**config.mk**
```make
export PLATFORM = sky130hd
export DESIGN_NAME = reads_record_index_parser_core
export DESIGN_NICKNAME = d
export VERILOG_FILES = /design/src/design/rrip_pkg.sv /design/src/design/reads_record_index_parser_core.sv
export SDC_FILE = /design/constraint.sdc
export NUM_CORES = 1
export LEC_CHECK = 0
export BUFFER_PORTS_ARGS = -buffer_cell sky130_fd_sc_hd__buf_4
export CAP_MARGIN = 40
export CORE_MARGIN = 4
export CORE_UTILIZATION = 60
export CTS_BUF_LIST = sky130_fd_sc_hd__clkbuf_4
export CTS_CLUSTER_SIZE = 14
export DETAILED_ROUTE_END_ITERATION = 16
export PLACE_DENSITY = 0.89
export SLEW_MARGIN = 25
export SYNTH_ARGS = -nofsm -noshare
export SYNTH_HDL_FRONTEND = slang
export SYNTH_SLANG_ARGS = --single-unit
```
**constraint.sdc**
```tcl
create_clock -name i_clk -period 22.8 [get_ports i_clk]
set_clock_uncertainty 0.2 [all_clocks]
set_input_delay 4.56 -clock i_clk [delete_from_list [all_inputs] [get_ports i_clk]]
set_output_delay 4.56 -clock i_clk [all_outputs]
set_load 0.01 [all_outputs]
```
**src/design/rrip_pkg.sv**
```systemverilog
// Shared constants and widths for the reads record index parser.
package rrip_pkg;

    localparam int unsigned IndexW  = 32;
    localparam int unsigned CountW  = 32;
    localparam int unsigned OffsetW = 40;
    localparam int unsigned FileW   = 16;
    localparam int unsigned PhaseW  = 3;
    localparam int unsigned OutDataW = IndexW + OffsetW + CountW + FileW;

    localparam logic [7:0] CharZero    = 8'h30;
    localparam logic [7:0] CharNine    = 8'h39;
    localparam logic [7:0] CharNewline = 8'h0A;
    localparam logic [7:0] CharA       = 8'h41;
    localparam logic [7:0] CharC       = 8'h43;
    localparam logic [7:0] CharG       = 8'h47;
    localparam logic [7:0] CharT       = 8'h54;

    localparam logic [IndexW-1:0] IndexMax = '1;
    localparam logic [CountW-1:0] CountMax = '1;

    typedef struct packed {
        logic [FileW-1:0]   record_file;
        logic [CountW-1:0]  reads_length;
        logic [OffsetW-1:0] seq_offset;
        logic [IndexW-1:0]  record_index;
    } t_result;

endpackage

```
**src/design/reads_record_index_parser_core.sv**
```systemverilog
// Reads record index parser: byte-stream parser that emits one index entry per record.

// The block takes an index file one byte per transfer on the slave stream and emits one
// entry on the master stream for every complete record of LINES_PER_RECORD lines. Each
// entry carries the decimal index from the record's first line, the byte position of the
// first byte of the second (reads) line, the number of upper-case A, T, C and G bytes in
// that line, the file identifier last written on the configuration channel, and a flag
// that is set when the index or the base count saturated at 4294967295. Setting the tuser
// bit on a byte restarts the parser so that byte sits at position zero of a new file.
// Every byte is handled at its transfer: the parse state is updated at the transfer and
// the finished entry lands in an output register, so a byte can be taken in every cycle.
// A new byte is accepted while the entry in the output register is being taken on the
// same edge; only a stalled, full output register holds the input back. The file
// identifier should be written only while no bytes are in flight.
module reads_record_index_parser_core
    import rrip_pkg::*;
#(
    parameter int unsigned POSITION_BITS    = 40,
    parameter int unsigned LINES_PER_RECORD = 5
) (
    input  logic                i_clk,
    input  logic                i_rst_n,
    // Configuration channel: the file identifier.
    input  logic                i_cfg_valid,
    output logic                o_cfg_ready,
    input  logic [FileW-1:0]    i_cfg_data,
    // Slave stream. tdata: data_byte[7:0]. tuser: start_of_file[0].
    input  logic                s_axis_tvalid,
    output logic                s_axis_tready,
    input  logic [7:0]          s_axis_tdata,
    input  logic [0:0]          s_axis_tuser,
    // Master stream. tdata: record_index[31:0], seq_offset[71:32],
    // reads_length[103:72], record_file[119:104]. tuser: saturated[0].
    output logic                m_axis_tvalid,
    input  logic                m_axis_tready,
    output logic [OutDataW-1:0] m_axis_tdata,
    output logic [0:0]          m_axis_tuser
);

    localparam logic [PhaseW-1:0] LastPhase = PhaseW'(LINES_PER_RECORD - 1);

    // Parse state.
    logic [PhaseW-1:0]        r_phase,      n_phase;
    logic [IndexW-1:0]        r_index,      n_index;
    logic [POSITION_BITS-1:0] r_reads_start, n_reads_start;
    logic                     r_reads_seen, n_reads_seen;
    logic [CountW-1:0]        r_count,      n_count;
    logic [POSITION_BITS-1:0] r_byte_pos,   n_byte_pos;
    logic                     r_overflow,   n_overflow;

    logic [FileW-1:0]         r_file_id;

    // Output register.
    logic                     r_out_valid;
    t_result                  r_out_data;
    logic                     r_out_sat;

    logic                     w_accept;
    logic                     w_emit;
    t_result                  w_result;

    // Working copies of the state after an optional start-of-file restart.
    logic [PhaseW-1:0]        w_phase;
    logic [IndexW-1:0]        w_index;
    logic [POSITION_BITS-1:0] w_reads_start;
    logic                     w_reads_seen;
    logic [CountW-1:0]        w_count;
    logic [POSITION_BITS-1:0] w_byte_pos;
    logic                     w_overflow;

    logic                     w_is_digit;
    logic                     w_is_base;
    logic                     w_is_newline;
    logic [IndexW+3:0]        w_index_x10;
    logic [POSITION_BITS-1:0] w_start_pick;

    assign o_cfg_ready   = 1'b1;
    assign s_axis_tready = !r_out_valid || m_axis_tready;
    assign w_accept      = s_axis_tvalid && s_axis_tready;

    assign m_axis_tvalid = r_out_valid;
    assign m_axis_tdata  = r_out_data;
    assign m_axis_tuser  = r_out_sat;

    assign w_is_digit   = (s_axis_tdata >= CharZero) && (s_axis_tdata <= CharNine);
    assign w_is_base    = (s_axis_tdata == CharA) || (s_axis_tdata == CharT) ||
                          (s_axis_tdata == CharC) || (s_axis_tdata == CharG);
    assign w_is_newline = (s_axis_tdata == CharNewline);

    always_comb begin
        if (s_axis_tuser[0]) begin
            w_phase       = '0;
            w_index       = '0;
            w_reads_start = '0;
            w_reads_seen  = 1'b0;
            w_count       = '0;
            w_byte_pos    = '0;
            w_overflow    = 1'b0;
        end else begin
            w_phase       = r_phase;
            w_index       = r_index;
            w_reads_start = r_reads_start;
            w_reads_seen  = r_reads_seen;
            w_count       = r_count;
            w_byte_pos    = r_byte_pos;
            w_overflow    = r_overflow;
        end
    end

    // Times ten as two shifted copies plus the new digit; the top four bits flag overflow.
    assign w_index_x10 = {1'b0, w_index, 3'b000} + {3'b000, w_index, 1'b0}
                       + (IndexW+4)'(s_axis_tdata - CharZero);

    always_comb begin
        n_phase       = w_phase;
        n_index       = w_index;
        n_reads_start = w_reads_start;
        n_reads_seen  = w_reads_seen;
        n_count       = w_count;
        n_overflow    = w_overflow;
        n_byte_pos    = w_byte_pos + POSITION_BITS'(1);

        // Index line: accumulate decimal digits, saturating.
        if (w_phase == '0 && w_is_digit) begin
            if (w_index_x10[IndexW+3:IndexW] != '0) begin
                n_index    = IndexMax;
                n_overflow = 1'b1;
            end else begin
                n_index = w_index_x10[IndexW-1:0];
            end
        end

        // Reads line: note its start once and count the bases.
        if (w_phase == PhaseW'(1)) begin
            if (!w_reads_seen) begin
                n_reads_start = w_byte_pos;
                n_reads_seen  = 1'b1;
            end
            if (w_is_base) begin
                if (w_count == CountMax) begin
                    n_overflow = 1'b1;
                end else begin
                    n_count = w_count + CountW'(1);
                end
            end
        end

        w_emit = (w_phase == LastPhase) && w_is_newline;
        if (w_emit) begin
            n_index       = '0;
            n_reads_start = '0;
            n_reads_seen  = 1'b0;
            n_count       = '0;
            n_overflow    = 1'b0;
        end

        if (w_is_newline) begin
            if (w_phase >= LastPhase) begin
                n_phase = '0;
            end else begin
                n_phase = w_phase + PhaseW'(1);
            end
        end
    end

    // The entry uses the reads start as it stands after this byte's own update, which
    // matters when the reads line is also the last line of the record.
    assign w_start_pick = (w_phase == PhaseW'(1) && !w_reads_seen) ? w_byte_pos
                                                                   : w_reads_start;

    always_comb begin
        w_result.record_index = w_index;
        w_result.seq_offset   = OffsetW'(w_start_pick);
        w_result.reads_length = w_count;
        w_result.record_file  = r_file_id;
        if (w_phase == '0 && w_is_digit) begin
            w_result.record_index = n_index;
        end
        if (w_phase == PhaseW'(1) && w_is_base && w_count != CountMax) begin
            w_result.reads_length = w_count + CountW'(1);
        end
    end

    always_ff @(posedge i_clk) begin
        if (!i_rst_n) begin
            r_phase       <= '0;
            r_index       <= '0;
            r_reads_start <= '0;
            r_reads_seen  <= 1'b0;
            r_count       <= '0;
            r_byte_pos    <= '0;
            r_overflow    <= 1'b0;
            r_file_id     <= '0;
            r_out_valid   <= 1'b0;
        end else begin
            if (i_cfg_valid) begin
                r_file_id <= i_cfg_data;
            end
            if (w_accept) begin
                r_phase       <= n_phase;
                r_index       <= n_index;
                r_reads_start <= n_reads_start;
                r_reads_seen  <= n_reads_seen;
                r_count       <= n_count;
                r_byte_pos    <= n_byte_pos;
                r_overflow    <= n_overflow;
            end
            if (w_accept && w_emit) begin
                r_out_valid <= 1'b1;
            end else if (m_axis_tready) begin
                r_out_valid <= 1'b0;
            end
        end
    end

    always_ff @(posedge i_clk) begin
        if (w_accept && w_emit) begin
            r_out_data <= w_result;
            r_out_sat  <= w_overflow ||
                          (w_phase == '0 && w_is_digit &&
                           w_index_x10[IndexW+3:IndexW] != '0) ||
                          (w_phase == PhaseW'(1) && w_is_base && w_count == CountMax);
        end
    end

endmodule

```
==> reports/results.ini <==
[outcome]
status=complete, no violations

[sta]
period_minus_slack_ps=9830
fmax_mhz=102
period_share_pct=43.1
finalMaxSlewViolations=0
tns_ps=0
hold_viol=0
setup_ws_ps=12970
rsz0062_at_grt=no
slew_headroom_pct=43.7
max_slew.worst_pin.slew_ps=844
setup_violations=0
fin_hold_ws_ps=224

[setup_path]
crit_top_cell=buf_4
r2r_slack_ps=17610
cp_cell_sequence=buf_4, nand2b_1, buf_4
cp-end-kind=output pin
worstSetupStartpointType=input pin
worstPathMaxFanout=5
slowest_delay_ps=220
cp.arrival_ps=5070
slowest_stage=nand2b_1
worstPathRequired_ps=18040
critPathKind=in2out

[clocking]
post_cts_resized=0
cts_tree=built
root_buffer=clkbuf_4
htree_levels=3
cts_sinks=287
clkTransAtPathRegs_ps=70
hold_buffers=0
clockBufferDepth=3
worstSkewPairLatency_ps=720
post-cts-setup-buffers=0
cts_buffers=74

[power]
powerDensity_mw_per_mm2=62.5
peakVddDrop_uv=34.7
p_clk_share_pct=43.6
p_sw_share_pct=24.6
p_leak_nw=7.24
p_int_mw=0.817
p_sw_mw=0.267
p_comb_share_pct=6.9
p_seq_share_pct=49.5
power_mw=1.08

[logic_synthesis]
yosysSeqAreaShare_pct=47.0
yosys_warnings=0
yosysTopAreaCell=edfxtp_1
ys.flop_type=dfxtp_1
synth.distinct_cells=69
synth-edff-count=121
synth.avg_cell_area_um2=9.55
synth_seq_cells=287
mappedNetlistNets=1655
synthCells=1549
synth_top_cell_area_share_pct=24.6
synthTopCellsByArea=edfxtp_1, dfxtp_1, nor2_1
syn_area_mm2=0.0148
synth-async-reset-ratio_pct=0

[floorplanning]
fp-row-count=57
ioPinCount=154
die-area_mm2=0.0272
die_width_um=165
coreArea_mm2=0.0243
start_util_pct=60.9
die_h_um=165

[grt]
busiest_layer=met2
grt_pass1_vias=12400
gr-usage-met3_pct=5.49
grt_max_degree=109
grt_use_total_pct=27.5
met2_usage_pct=45.5
grt_pass1_wl_um=61100
antenna_found_initial=1
met1_usage_pct=35.7
grt-ovfl-total=0

[cells_and_area]
fillers=1745
area_growth_syn_to_layout_pct=17.2
nNetsFinal=1817
drive_gt1_share_pct=17.8
fin_util_pct=71.3

[placed_design]
port-buffer-count=152
globalplace.congestion=0.994
hpwl_um=25300
pre_cts_slack_ps=12430

[drt]
totalWireLength_um=38200
drtPass1Iterations=7
wl_per_cell_um=18.2
drt_iter0_drc=1489
vias=12500
drtAntennaViolNets=0
viasPerCell=5.98
drc_errors=0

[worst_hold_path]
hp-class=reg2reg

[run]
cap_violations=0

## metal layers
metal,up-vias,part of all wire [%]
li1,5871,-
met1,5994,41
met2,567,48
met3,91,8.5
met4,0,2.5
met5,-,0
## synthesized netlist by cell type (11+ instances only)
| cell type | instances |
|---|---|
| a22o_1 | 32 |
| nor3_1 | 20 |
| o21ai_0 | 68 |
| ha_1 | 45 |
| nand3_1 | 39 |
| a22oi_1 | 51 |
| buf_1 | 11 |
| nor2b_1 | 42 |
| nor2_1 | 240 |
| xor2_1 | 37 |
| xnor2_1 | 49 |
| nand4_1 | 16 |
| fa_1 | 31 |
| edfxtp_1 | 121 |
| and2_1 | 18 |
| nand2_1 | 165 |
| clkbuf_1 | 70 |
| a21oi_1 | 71 |
| and3_1 | 17 |
| inv_1 | 30 |
| mux2i_1 | 58 |
| dfxtp_1 | 166 |
| a31oi_1 | 25 |
## critical path: cells and delay by family
family	cells	cell delay, ps
buffers and inverters	2	290
and+or+nand+nor	1	220
## state kept, by name, summed over array words and instances, names as in the netlist
signal / cells
r_index: 32
r_overflow: 1
r_reads_start: 40
r_file_id: 16
m_axis_tuser: 1
r_phase: 3
r_byte_pos: 40
r_reads_seen: 1
r_count: 32
m_axis_tvalid: 1
m_axis_tdata: 120
## path summary, 6_finish.rpt
kind	from	to	cells past startpoint
worst max-delay path	m_axis_tready	s_axis_tready	3
worst min register to register	r_file_id[9]	m_axis_tdata[113]	0
worst min-delay path	r_file_id[9]	m_axis_tdata[113]	0
worst max register to register	r_index[2]	r_overflow	13
## cell families after synthesis
kind of cell / count (synthesis) / share of synthesized area, %
simple gates: 607 / 18.7
compound gates: 315 / 14.1
flops: 287 / 47.0
other cells: 1 / 0.0253
buf+inv: 118 / 3.09
xor+xnor: 86 / 5.09
mux: 59 / 4.00
fa+ha+maj: 76 / 8.00
## final cells by class
type	count	area, um^2	share of cell area, %
flip-flops and latches	287	6960	40.1
inverters	31	116	0.671
repair buffers	173	1420	8.17
clock buffers	117	878	5.06
multi-input cells	1144	7430	42.8
well taps	324	405	2.34
clock inverters	17	143	0.822
diodes	1	2.50	0.0144
## cells in the final DEF (no fill, tap or decap), types with 6 or more instances in the layout
cell and n:
o21ai_0 68, nand2b_1 6, o211ai_1 8, edfxtp_1 121
or3_1 9, mux2i_1 58, clkinv_1 6, a22o_1 32
a21oi_1 71, nand2_1 164, nor2b_1 42, nand3_1 39
clkbuf_4 117, a22oi_1 51, inv_1 30, nor4_1 8
buf_4 162, xnor2_1 49, a211oi_1 6, and2_1 18
nor2_1 238, xor2_1 37, ha_1 45, a21o_1 7
dfxtp_1 166, fa_1 31, and3_1 17, a31oi_1 24
nand4_1 16, nor3_1 20
## power groups by stage
stage | registers, mW | clock network, mW | logic [mW]
5_1_grt | 0.537 | 0.515 | 0.0815
4_1_cts | 0.537 | 0.480 | 0.0726
3_5_place_dp | 0.548 | 0 | 0.0720
6_report | 0.537 | 0.473 | 0.0745
3_3_place_gp | 0.548 | 0 | 0.0678
2_1_floorplan | 0.548 | 0 | 0.0497
## stage by stage
step / cell area [um^2] / cells
4_1_cts: 17200 / 2088
3_5_place_dp: 16200 / 1954
6_report: 17300 / 2094
3_3_place_gp: 16100 / 1949
5_1_grt: 17300 / 2094
2_1_floorplan: 14800 / 1549
No activity file was read; power rests on OpenSTA's default activity.
